**src/design/tct_ram.sv**
```systemverilog
// Generic single-write, single-read RAM with a registered read port.
// No dependencies.
`default_nettype none

module tct_ram #(
    parameter int WIDTH = 8,
    parameter int DEPTH = 256
) (
    input  logic                     clk,
    input  logic                     we,
    input  logic [$clog2(DEPTH)-1:0] waddr,
    input  logic [WIDTH-1:0]         wdata,
    input  logic                     re,
    input  logic [$clog2(DEPTH)-1:0] raddr,
    output logic [WIDTH-1:0]         rdata
);

    logic [WIDTH-1:0] mem [DEPTH];
    logic [WIDTH-1:0] rdata_reg;

    always_ff @(posedge clk)
    begin
        if (we)
        begin
            mem[waddr] <= wdata;
        end
        if (re)
        begin
            rdata_reg <= mem[raddr];
        end
    end

    assign rdata = rdata_reg;

endmodule

`default_nettype wire

```
**config.mk**
```make
export PLATFORM = sky130hd
export DESIGN_NAME = tct_ram
export DESIGN_NICKNAME = d
export VERILOG_FILES = /design/src/design/tct_ram.sv
export SDC_FILE = /design/constraint.sdc
export NUM_CORES = 2
export LEC_CHECK = 0
export ABC_CLOCK_PERIOD_IN_PS = 6500
export BUFFER_PORTS_ARGS = -buffer_cell sky130_fd_sc_hd__buf_2
export CAP_MARGIN = 10
export CELL_PAD_IN_SITES_DETAIL_PLACEMENT = 2
export CELL_PAD_IN_SITES_GLOBAL_PLACEMENT = 2
export CORE_MARGIN = 2
export CORE_UTILIZATION = 30
export DETAILED_ROUTE_END_ITERATION = 8
export PLACE_DENSITY_LB_ADDON = 0.1
export SYNTH_ARGS = -nofsm -noshare
export SYNTH_HDL_FRONTEND = slang
export SYNTH_SLANG_ARGS = --single-unit
```
**constraint.sdc**
```tcl
create_clock -name clk -period 6.5 [get_ports clk]
set_clock_uncertainty 0.05 [all_clocks]
set_input_delay 0.65 -clock clk [delete_from_list [all_inputs] [get_ports clk]]
set_output_delay 0.65 -clock clk [all_outputs]
set_load 0.01 [all_outputs]
```
======== Word-level counts from Yosys, hierarchy flattened ========
Memories as Yosys holds them, arrays and structs flattened. A register that Yosys moved wholly into a read port is not among the register bits.
Index checks and enable logic that the tools add are counted.
operators by class
  multiplexer cells ....................... 2
operators with widths
  operator           number
  1-bit two-way mux  2
storage, ports and cells
  register bits ........................... 0
  memory bits (writable) .................. 2048
  input port bits ......................... 27
  memories kept ........................... 1
memories
  name  depth  bits a word  rd ports  clocked after Yosys merged registers in  write ports  RTL line  text
  mem   256    8            1         1                                        1            18        logic [WIDTH-1:0] mem [DEPTH];

======== Depth between registers and ports, before layout ========
  word-level depth ........................ 2
  mapped depth ............................ 11
  depth with buffers taken out ............ 6

======== Worst setup path after synthesis ========
Ideal clock, no wire load.
  path kind ............................... in2reg
  start point ............................. input port raddr[0]
  end point ............................... register rdata_reg[2], in the netlist rdata[2] (read register of mem), data pin
  data arrival time ....................... 2457 ps
  path slack .............................. 3724 ps
  stages .................................. 9
  buffers on the path ..................... 4
  cell sequence ........................... buf_6 -> buf_12 -> buf_8 -> buf_2 -> mux4_2 -> a22oi_1 -> a21oi_1 -> nor4_1 -> nor4_2
RTL lines
  what             RTL line  text
  start, declared  14        input logic [$clog2(DEPTH)-1:0] raddr,
  end, declared    19        logic [WIDTH-1:0] rdata_reg;

==> metrics.md <==
| Metric | Value |
|---|---|
| WS Path Type | `in2reg` |
| Reg-to-reg slack, setup | `3.25 ns` |
| Core area | `265000 µm²` |
| Max VDD drop | `0.222 mV` |
| Endpoint type of the worst setup path | `flip-flop` |
| Detail Placement HPWL | `152000 µm` |
| Yosys warns | `0` |
| Setup violations, final | `0` |
| Worst setup path end | `rdata[0]` |
| Nets@finish | `3905` |
| Slew of the pin with the lowest slew margin | `1.32 ns` |
| Postcts setup bufs | `0` |
| Cell Area, Synth | `79600 µm²` |
| Initial antenna violation count | `22` |
| Total CTS buffers | `232` |
| GRT Total Usage | `18.5%` |
| Fin crit period | `3.95 ns` |
| FF-to-FF End | `rdata[0]` |
| Worst-Skew Late Latency | `0.92 ns` |
| Routed Antenna Nets | `0` |
| DRC | `0` |
| Power Dens Cells | `314 nW/µm²` |
| Largest net degree at the start of global routing | `171` |
| Number of synthesized register bits | `2056` |
| Reg2reg path depth | `6` |
| Final WS setup | `2.55 ns` |
| Place WS | `1.52 ns` |
| Slew HR | `12.1%` |
| First-pass GRT wire length | `351000 µm` |
| Async SR Flop Fraction | `0%` |
| Grt total ovfl | `0` |
| Number of global-route vias before repair | `41800` |
| H-Tree Level Count | `4` |
| Fin crit share | `60.8%` |
| Final Hold Viols | `0` |
| Leak | `27.5 nW` |
| Fin. max-slew vios | `0` |
| Yosys cell types | `54` |
| Hold WC Path Type | `in2reg` |
| Post-synth EDFFs | `2056` |
| Initial core utilization | `30.1%` |
| Pre-antenna DRT Iters | `5` |
| Worst setup SP type | `input pin` |
| # port buffers | `34` |
| Cells after synthesis | `3733` |
| Max-cap violations | `0` |
| Most used DFF post-synth | `edfxtp_1` |
| Clock slew at reported path FFs | `0.06 ns` |
| Gpl congestion | `0.774` |
| Max Fanout on Critical Path | `54` |
| Arr. time, crit path | `4.52 ns` |
| Root Buffer | `clkbuf_16` |
| Max reg flops | `2048` |
| DR vias | `38400` |
| Syn Area/Cell | `21.3 µm²` |
| Average vias per placed instance | `5.06` |
| # hold bufs at CTS | `0` |
| Fmax | `253 MHz` |
| Status | `finished clean` |
| Total power | `28.6 mW` |
| Die footprint | `270000 µm²` |
| Post-Syn Nets | `3760` |
| Max clock buf depth | `4` |
| Boundary pin count | `35` |
| First-iteration detailed-routing DRC count | `3182` |
| Unrepaired setup endpoints after global routing | `no` |
| Total wire length | `251000 µm` |
| Share of cells above drive strength 1 | `22.9%` |
| CTS tree | `built` |
| Die X-Extent | `519 µm` |
| CTS sink cnt | `2056` |
| Min Hold Slack | `0.125 ns` |
| Rows | `189` |
| Critical path launch point | `raddr[0]` |
| Syn-to-layout area delta | `14.4%` |
| Commonest cells after routing, fill and taps aside | `2056 x edfxtp_1, 454 x mux4_2, 279 x nor2_1, 232 x clkbuf_16, 134 x mux2i_1` |
| Cell taking the most area after synthesis | `edfxtp_1` |
| Routed WL per cell | `33.0 µm` |
| Worst flop-to-flop path startpoint | `mem[67][0]` |
| Register area share after synthesis | `77.5%` |
| Data required, critical path | `7.07 ns` |
| Synth top area cells | `edfxtp_1 78%, mux4_2 13%, mux2i_1 1.7%` |
| TNS Setup | `0 ns` |
| Share of the synthesized area in the top cell type | `77.5%` |
| Filler instances | `25600` |
| Chip height | `519 µm` |
| Post-layout util | `34.4%` |
| # resized after CTS | `0` |
| Commonest non-fill, non-tap cell in the layout | `edfxtp_1` |
[cell type report]
cell class              instances  area [µm²]  share of cell area (%)
inverters                       2        7.51                 0.00824
repair buffers                144        1310                    1.44
flip-flops and latches       2056       61700                    67.7
multi-input cells            1442       16600                    18.2
clock buffers                 285        6000                    6.59
clock inverters               127        1060                    1.16
well taps                    3533        4420                    4.85
diodes                          6        15.0                  0.0165
[stage by stage]
stage                     instances  cell area [µm²]
final                          7595            91100
after global routing           7593            91100
after CTS                      7589            91100
after detailed placement       7177            84100
after global placement         7177            84100
after floorplan                3733            79600
[synth_stat cells, drive strengths merged (22+ instances only)]
cell,n
a21oi,96
a22oi,133
buf,122
clkbuf,111
edfxtp,2056
mux2i,134
mux4,456
nand2,33
nand3,34
nor2,282
nor2b,31
nor3,22
nor4,27
o221ai,47
o22ai,28
[worst max-delay path, stage by stage]
cell     delay (ns)
buf_8          0.60
buf_12         0.37
buf_4          0.29
mux4_2         0.53
mux4_2         0.51
nor2b_1        0.17
nor4_1         0.96
buf_4          0.31
nor4_2         0.06
[per-layer routing]
metal / up-vias / part of all wire, % / GRT usage [%]
li1: 16100 / - / -
met1: 21400 / 45 / 25.9
met2: 723 / 49 / 30.9
met3: 275 / 3.7 / 2.28
met4: 0 / 1.9 / 3.83
met5: - / 0 / 0
[power breakdown]
group,internal (mW),total [mW],switching [mW]
Sequential,14.6,14.6,0.0164
Clock,7.18,12.6,5.38
Combinational,0.441,1.42,0.976
[cell families after synthesis]
family | synth area share, %
flip-flops | 77.5
AO/OA/AOI/OAI | 3.42
AND/OR/NAND/NOR | 2.63
multiplexers | 14.6
buffers and inverters | 1.83
[worst min-delay path by stage]
stage | start | endpoint | slack [ns] | cells past startpoint
2_1_floorplan | wdata[0] | mem[0][0] | 0.70 | 0
3_3_place_gp | mem[32][5] | rdata[5] | 1.00 | 6
3_5_place_dp | wdata[2] | mem[69][2] | 1.05 | 1
4_1_cts | wdata[2] | mem[68][2] | 0.08 | 1
5_1_grt | wdata[2] | mem[68][2] | 0.12 | 1
6_report | wdata[2] | mem[68][2] | 0.12 | 1
Note: power is estimated with default switching activity, not from simulation.
