File: config.mk
export PLATFORM = sky130hd
export DESIGN_NAME = tct_step
export DESIGN_NICKNAME = d
export VERILOG_FILES = /design/src/design/tct_pkg.sv /design/src/design/tct_step.sv
export SDC_FILE = /design/constraint.sdc
export NUM_CORES = 1
export LEC_CHECK = 0
export BUFFER_PORTS_ARGS = -buffer_cell sky130_fd_sc_hd__buf_2
export CORE_MARGIN = 2
export CORE_UTILIZATION = 38
export DETAILED_ROUTE_END_ITERATION = 8
export PLACE_DENSITY = 0.86
export SYNTH_ARGS = -nofsm -noshare
export SYNTH_HDL_FRONTEND = slang
export SYNTH_SLANG_ARGS = --single-unit
File: constraint.sdc
create_clock -name vclk -period 3.4
set_clock_uncertainty 0.05 [all_clocks]
set_input_delay 0.17 -clock vclk [all_inputs]
set_output_delay 0.17 -clock vclk [all_outputs]
set_load 0.02 [all_outputs]
File: src/design/tct_pkg.sv
// Shared types, codes and the per-leg TCP state step for the connection tracker.
// No dependencies; tct_step and tcp_connection_tracker import this package.
`default_nettype none

package tct_pkg;

    localparam int TABLE_ENTRIES_DEF = 256;
    localparam int TIME_BITS_DEF     = 32;

    typedef enum logic [2:0] {
        ST_NONE,
        ST_SYN,
        ST_SYNACK,
        ST_EST,
        ST_FIN,
        ST_ONLYACK,
        ST_FINACK,
        ST_CLOSED
    } leg_state_t;

    typedef enum logic [1:0] {
        V_ACCEPT,
        V_DROP,
        V_NOTFOUND,
        V_REFUSED
    } verdict_t;

    typedef enum logic {
        CMD_CHECK,
        CMD_CREATE
    } command_t;

    localparam logic [1:0] FROM_CLIENT       = 2'd0;
    localparam logic [1:0] FROM_SERVER       = 2'd1;
    localparam logic [1:0] FROM_PROXY_CLIENT = 2'd2;
    localparam logic [1:0] FROM_PROXY_SERVER = 2'd3;

    typedef struct packed {
        leg_state_t state;
        logic [1:0] initiator;
    } leg_t;

    typedef struct packed {
        leg_t plain;
        leg_t client;
        leg_t server;
    } legs_t;

    localparam int LEGS_W = $bits(legs_t);

    localparam legs_t LEGS_RESET = '{
        plain:  '{state: ST_NONE, initiator: FROM_CLIENT},
        client: '{state: ST_NONE, initiator: FROM_CLIENT},
        server: '{state: ST_NONE, initiator: FROM_PROXY_CLIENT}
    };

    typedef struct packed {
        command_t   command;
        logic       in_range;
        logic       found;
        logic [1:0] side;
        logic       proxy;
        logic       syn;
        logic       ack;
        logic       fin;
        logic       rst;
    } item_t;

    typedef struct packed {
        verdict_t   verdict;
        leg_state_t state;
        logic       refreshed;
        logic       write;
    } step_res_t;

    typedef struct packed {
        logic accept;
        leg_t leg;
    } leg_step_t;

    function automatic leg_step_t leg_step(leg_t cur, logic [1:0] side,
                                           logic syn, logic ack, logic fin, logic rst);
        logic      from_init;
        leg_step_t r;
        from_init = (side == cur.initiator);
        r.accept  = 1'b0;
        r.leg     = cur;
        if (rst)
        begin
            r.leg.state = ST_CLOSED;
            r.accept    = 1'b1;
        end
        else
        begin
            case (cur.state)
                ST_NONE:
                begin
                    if (from_init && syn && !ack)
                    begin
                        r.leg.state = ST_SYN;
                        r.accept    = 1'b1;
                    end
                end
                ST_SYN:
                begin
                    if (!from_init && syn && ack)
                    begin
                        r.leg.state = ST_SYNACK;
                        r.accept    = 1'b1;
                    end
                end
                ST_SYNACK:
                begin
                    if (from_init && ack)
                    begin
                        r.leg.state = ST_EST;
                        r.accept    = 1'b1;
                    end
                end
                ST_EST:
                begin
                    r.accept = 1'b1;
                    if (fin)
                    begin
                        r.leg.state     = ST_FIN;
                        r.leg.initiator = side;
                    end
                end
                ST_FIN:
                begin
                    if (!from_init && ack)
                    begin
                        r.leg.state = fin ? ST_FINACK : ST_ONLYACK;
                        r.accept    = 1'b1;
                    end
                end
                ST_ONLYACK:
                begin
                    r.accept = 1'b1;
                    if (!from_init && fin)
                    begin
                        r.leg.state = ST_FINACK;
                    end
                end
                ST_FINACK:
                begin
                    if (from_init && ack)
                    begin
                        r.leg.state = ST_CLOSED;
                        r.accept    = 1'b1;
                    end
                end
                ST_CLOSED:
                begin
                    r.accept = 1'b0;
                end
                default:
                begin
                    r.accept = 1'b0;
                end
            endcase
        end
        return r;
    endfunction

endpackage

`default_nettype wire

File: src/design/tct_step.sv
// Combinational update of one table entry for a check or create beat.
// Depends on tct_pkg for the item, entry and result types and the leg step.
`default_nettype none

module tct_step #(
    parameter int TIME_BITS = tct_pkg::TIME_BITS_DEF
) (
    input  tct_pkg::item_t       item,
    input  logic [TIME_BITS-1:0] now,
    input  tct_pkg::legs_t       legs,
    input  logic [TIME_BITS-1:0] seen,
    output tct_pkg::step_res_t   res,
    output tct_pkg::legs_t       new_legs,
    output logic [TIME_BITS-1:0] new_seen,
    output logic [31:0]          last_seen
);

    import tct_pkg::*;

    leg_t      cur_leg;
    leg_t      open_leg;
    leg_step_t stp;
    logic      client_leg_sel;

    always_comb
    begin
        client_leg_sel = (item.side == FROM_CLIENT) || (item.side == FROM_PROXY_SERVER);
        if (!item.proxy)
        begin
            cur_leg = legs.plain;
        end
        else if (client_leg_sel)
        begin
            cur_leg = legs.client;
        end
        else
        begin
            cur_leg = legs.server;
        end
        open_leg = item.proxy ? legs.client : legs.plain;
        stp = leg_step(cur_leg, item.side, item.syn, item.ack, item.fin, item.rst);

        new_legs      = legs;
        new_seen      = seen;
        last_seen     = '0;
        res.verdict   = V_NOTFOUND;
        res.state     = ST_NONE;
        res.refreshed = 1'b0;
        res.write     = 1'b0;

        if (!item.in_range)
        begin
            res.verdict = (item.command == CMD_CREATE) ? V_REFUSED : V_NOTFOUND;
        end
        else if (item.command == CMD_CREATE)
        begin
            if (item.ack)
            begin
                res.verdict = V_REFUSED;
                res.state   = open_leg.state;
                last_seen   = 32'(seen);
            end
            else
            begin
                new_legs = LEGS_RESET;
                if (item.proxy)
                begin
                    new_legs.client.state = ST_SYN;
                end
                else
                begin
                    new_legs.plain.state = ST_SYN;
                end
                new_seen      = now;
                res.verdict   = V_ACCEPT;
                res.state     = ST_SYN;
                res.refreshed = 1'b1;
                res.write     = 1'b1;
                last_seen     = 32'(now);
            end
        end
        else if (item.found)
        begin
            res.state = stp.leg.state;
            if (stp.accept)
            begin
                if (!item.proxy)
                begin
                    new_legs.plain = stp.leg;
                end
                else if (client_leg_sel)
                begin
                    new_legs.client = stp.leg;
                end
                else
                begin
                    new_legs.server = stp.leg;
                end
                new_seen      = now;
                res.verdict   = V_ACCEPT;
                res.refreshed = 1'b1;
                res.write     = 1'b1;
                last_seen     = 32'(now);
            end
            else
            begin
                res.verdict = V_DROP;
                last_seen   = 32'(seen);
            end
        end
    end

endmodule

`default_nettype wire

-- Word level (Yosys, flattened, before mapping)
Cells that the tools add are included.
- reduce and logical (&&, ||, !) cells: 13
- bitwise gates (word level): 0
- equality and inequality tests: 9
- div/mod/pow operators: 0
- $lt $le $gt $ge: 0
- shift operators: 0
- add/subtract/negate cells: 0
- multiplexer cells: 44
- $mul: 0
- operators by type and width (operator ; number):
    32-bit two-way mux ; 8
    15-bit two-way mux ; 5
    5-bit two-way mux ; 9
    4-bit two-way mux ; 6
    3-bit case mux with 7 select lines ; 1
    7-bit two-way mux ; 2
    3-bit equality test (second input constant) ; 4
    2-bit two-way mux ; 6
    10-bit two-way mux ; 1
    1-bit logical AND ; 7
    1-bit case mux with 7 select lines ; 1
    3-bit by 2-bit equality test with 1-bit output (second input constant) ; 2
    1-bit two-way mux ; 4
    3-bit by 1-bit equality test with 1-bit output (second input constant) ; 1
    3-bit logical NOT ; 1
    3-bit two-way mux ; 1
    2-bit equality test ; 1
    2-bit equality test (second input constant) ; 1
    1-bit logical NOT ; 2
    2-bit logical NOT ; 1
    2-bit OR reduction ; 1
    1-bit logical OR ; 1
- memory bits (writable): 0
- logic and storage cells: 66
- bits in registers: 0
- output and inout port bits: 86
- memories: 0
- bits in latches: 0
- input bits: 89
- memory bits (read-only): 0

-- Longest topological paths before layout
- depth in word-level cells: 17
- mapped depth: 12
- mapped depth without buffers: 8

-- Least setup slack after synthesis
OpenSTA, ideal clock, no wires.
- path type: input to output
- start: input port item[6] in the netlist's numbering
- end: output port last_seen[22]
- arrival time: 2837 ps
- stages on the path: 12
- path slack: 343 ps
- cell sequence: buf_4 > xnor2_4 > mux2i_1 > or2_1 > buf_2 > a221o_1 > a222oi_1 > nand2b_1 > o21ai_1 > buf_6 > buf_2 > a22o_1
- cells in the longest elaborated chain, start to end: 15
- elaborated cells on any way between the ends: 33
- those cells by class: eq/ne (9); mux (13); reduce/logical (11)
- ends and longest elaborated chain (what ; line ; RTL):
    from (decl) ; tct_step.sv:8 ; input tct_pkg::item_t item,
    2-bit equality test or 2-bit logical NOT (tied branches) ; tct_step.sv:27 ; client_leg_sel = (item.side == FROM_CLIENT) || (item.side == FROM_PROXY_SERVER);
    1-bit logical OR ; tct_step.sv:27 ;
    5-bit two-way mux ; tct_step.sv:32 ; else if (client_leg_sel)
    5-bit two-way mux ; tct_step.sv:28 ; if (!item.proxy)
    2-bit equality test ; tct_pkg.sv:85 ; from_init = (side == cur.initiator);
    1-bit logical NOT ; tct_pkg.sv:106, tct_pkg.sv:131 ;
    1-bit logical AND (2 in a row) ; tct_pkg.sv:106 ; if (!from_init && syn && ack)
    4-bit two-way mux ; tct_pkg.sv:106 ;
    1-bit case mux with 7 select lines (*) ; tct_pkg.sv:95 ; case (cur.state)
    4-bit two-way mux (*) ; tct_pkg.sv:88 ; if (rst)
    32-bit two-way mux (*) ; tct_step.sv:85 ; if (stp.accept)
    32-bit two-way mux (*) ; tct_step.sv:82 ; else if (item.found)
    32-bit two-way mux (*) ; tct_step.sv:55 ; else if (item.command == CMD_CREATE)
    32-bit two-way mux (*) ; tct_step.sv:51 ; if (!item.in_range)
    to (decl) ; tct_step.sv:15 ; output logic [31:0] last_seen
Every way passes the cells marked *; elsewhere a longest branch is shown, timed or not.

-- Worst setup path after layout
- start: input port item[5] in the netlist's numbering
- end: output port new_seen[31]
- cells in the longest elaborated chain, start to end: 15
- elaborated cells on any way between the ends: 33
- those cells by class: eq/ne (9); mux (13); reduce/logical (11)
- ends and longest elaborated chain (what ; line ; RTL):
    2-bit equality test or 2-bit logical NOT (tied branches) ; tct_step.sv:27 ;
    1-bit logical OR ; tct_step.sv:27 ;
    5-bit two-way mux ; tct_step.sv:32 ;
    5-bit two-way mux ; tct_step.sv:28 ;
    2-bit equality test ; tct_pkg.sv:85 ;
    1-bit logical NOT ; tct_pkg.sv:106, tct_pkg.sv:131 ;
    1-bit logical AND (2 in a row) ; tct_pkg.sv:106 ;
    4-bit two-way mux ; tct_pkg.sv:106 ;
    1-bit case mux with 7 select lines (*) ; tct_pkg.sv:95 ;
    4-bit two-way mux (*) ; tct_pkg.sv:88 ;
    32-bit two-way mux (*) ; tct_step.sv:85 ;
    32-bit two-way mux (*) ; tct_step.sv:82 ;
    32-bit two-way mux (*) ; tct_step.sv:55 ;
    32-bit two-way mux (*) ; tct_step.sv:51 ;
    to (decl) ; tct_step.sv:14 ; output logic [TIME_BITS-1:0] new_seen,
Marked as above.

==> flow_metrics.tcl <==
set metrics [dict create \
    tns_ps 0 \
    place_hpwl_um 5567 \
    drive_gt1_share_pct 57.40 \
    combPwrFrac_pct 100.0 \
    grtUsageTotal_pct 22.76 \
    layout.cells.most_common_list "buf_2 (175), a22o_1 (35), nand2_1 (23)" \
    hold_ws_ps 633.3 \
    wl_per_cell_um 15.05 \
    drc 0 \
    syn_area_um2 1699 \
    finalCriticalPeriod_ps 3212 \
    syn_avg_cell_area_um2 7.688 \
    ioPinCount 175 \
    grt_pass1_wl_um 9777 \
    fill_cells 391 \
    ant_nets 0 \
    outcome "completed" \
    areaGrowthSynthToFinish_pct 53.90 \
    setup_ws_ps 187.6 \
    switching_share_pct 56.91 \
    clkPwrFrac_pct 0 \
    rows 24 \
    p_seq_share_pct 0 \
    grt_max_degree 36 \
    num_vias 2409 \
    maxCapViolCount 0 \
    hold_violations 0 \
    final_common_cell "buf_2" \
    hp-class "primary input to output port" \
    synth_area_leaders "a22o_1 (18%), mux2_4 (15%), mux2_2 (11%), nand2_1 (5.1%), buf_2 (2.9%)" \
    maxSlewViolCount 0 \
    ir_drop_v 0.0001184 \
    viasPerCell 5.513 \
    ys_types 52 \
    worstSetupPathType "primary input to output port" \
    ys_warn_count 0 \
    postCtsSetupBuffers 0 \
    finalSetupViolCount 0 \
    end_kind "output port" \
    grt_overflow 0 \
    startpoint_type "primary input" \
    dr.first_iter.drc_count 116 \
    critPathArrivalTime_ps 2990 \
    diodes 0 \
    initial_core_util_pct 39.29 \
    slew_headroom_pct 59.98 \
    netlist_instances 221 \
    wl_um 6576 \
    nets 476 \
    core_area_um2 4324 \
    worstPathMaxFanout 31 \
    seq_area_frac_synth_pct 0 \
    design.seq.count 0 \
    max_clock_freq_mhz 311.3 \
    post-route-period-util_pct 94.48 \
    die_w_um 70.87 \
    tightest_slew_ps 594.8 \
    antenna_found_initial 0 \
    crit_required_ps 3180 \
    clockBufferCount 0 \
    synth_top_area_share_pct 18.04 \
    post-place-ws_ps 138.0 \
    hold_start "seen[23]" \
    grt_pass1_vias 2050 \
    io_buffers 175 \
    die-area_um2 5023 \
    post-synth-top-area-cell "a22o_1" \
    place.gp.congestion 0.9499 \
    regArea_um2 0 \
    p_switching_mw 0.3376 \
    die_height_um 70.87 \
    p_int_mw 0.2556 \
    syn-num-nets 310 \
    startpoint "item[5]" \
    drt_pass1_iterations 5 \
    rsz0062_at_grt "no" \
    p_leak_nw 1.432 \
    p_per_area_nw_per_um2 226.8 \
]
cell type report:
class / count / area [um2] / area share (%)
Timing Repair Buffer: 182 / 957.2 / 36.60
Inverter: 8 / 30.03 / 1.148
Tap cell: 52 / 65.06 / 2.488
Multi-Input combinational cell: 195 / 1563 / 59.76
cell usage after synthesis, types with 5 or more instances:
master,count
nor2_1,10
o21ai_0,9
mux2i_1,5
o22ai_1,5
a22o_1,35
nand2_1,23
a21oi_1,5
mux2_2,17
inv_1,8
buf_2,10
nand2b_1,5
nor2b_1,6
mux2_4,17
and2_1,5
power groups by stage:
stage | registers, mW | clock network (mW) | logic [mW]
floorplan | 0 | 0 | 0.393
global placement | 0 | 0 | 0.583
detailed placement | 0 | 0 | 0.590
CTS | 0 | 0 | 0.592
global route | 0 | 0 | 0.634
finish | 0 | 0 | 0.593
routing by layer:
layer,up-vias,share of wire [%],global-route usage (%)
met5,-,0,0
met3,2,7.2,1.852
met2,121,53,42.58
met1,1087,40,29.88
met4,0,0.15,0.8386
li1,1199,-,-
timing repair:
| item | in CTS | in global routing |
|---|---|---|
| hold buffers | 0 | 0 |
| gates resized for setup | 0 | 1 |
| setup endpoints to repair | 0 | 3 |
critical path, cell delays in order:
cell	delay, ps
buf_2	180
xnor2_4	260
mux2_2	380
nor4_1	410
o2bb2ai_1	170
a222oi_1	110
nand2b_1	250
o21ai_4	220
buf_6	300
mux2_2	370
buf_2	160
cells by family (layout without fill, tap and decap cells):
group                     after synthesis  count (layout)  synth area share (%)
AOI/OAI and AO/OA                      81              81                 36.97
xor gates and xnor gates                3               3                 2.651
buffers and inverters                  26             190                 8.689
muxes                                  41              41                 30.56
and+or+nand+nor                        70              70                 21.14
through the flow:
stage / cells / power, mW / instance area (um2) / utilization [%]
final: 437 / 0.5932 / 2615 / 60.47
after global routing: 437 / 0.6335 / 2615 / 60.47
after CTS: 437 / 0.5916 / 2611 / 60.39
after detailed placement: 437 / 0.5901 / 2611 / 60.39
after global placement: 437 / 0.5830 / 2611 / 60.39
after floorplan: 221 / 0.3932 / 1699 / -
path summary, 6_finish.rpt:
kind	end	slack (ps)	cells past startpoint
hold / removal	last_seen[23]	630	3
setup / recovery	new_seen[31]	190	11
(Power assumes the default switching activity.)
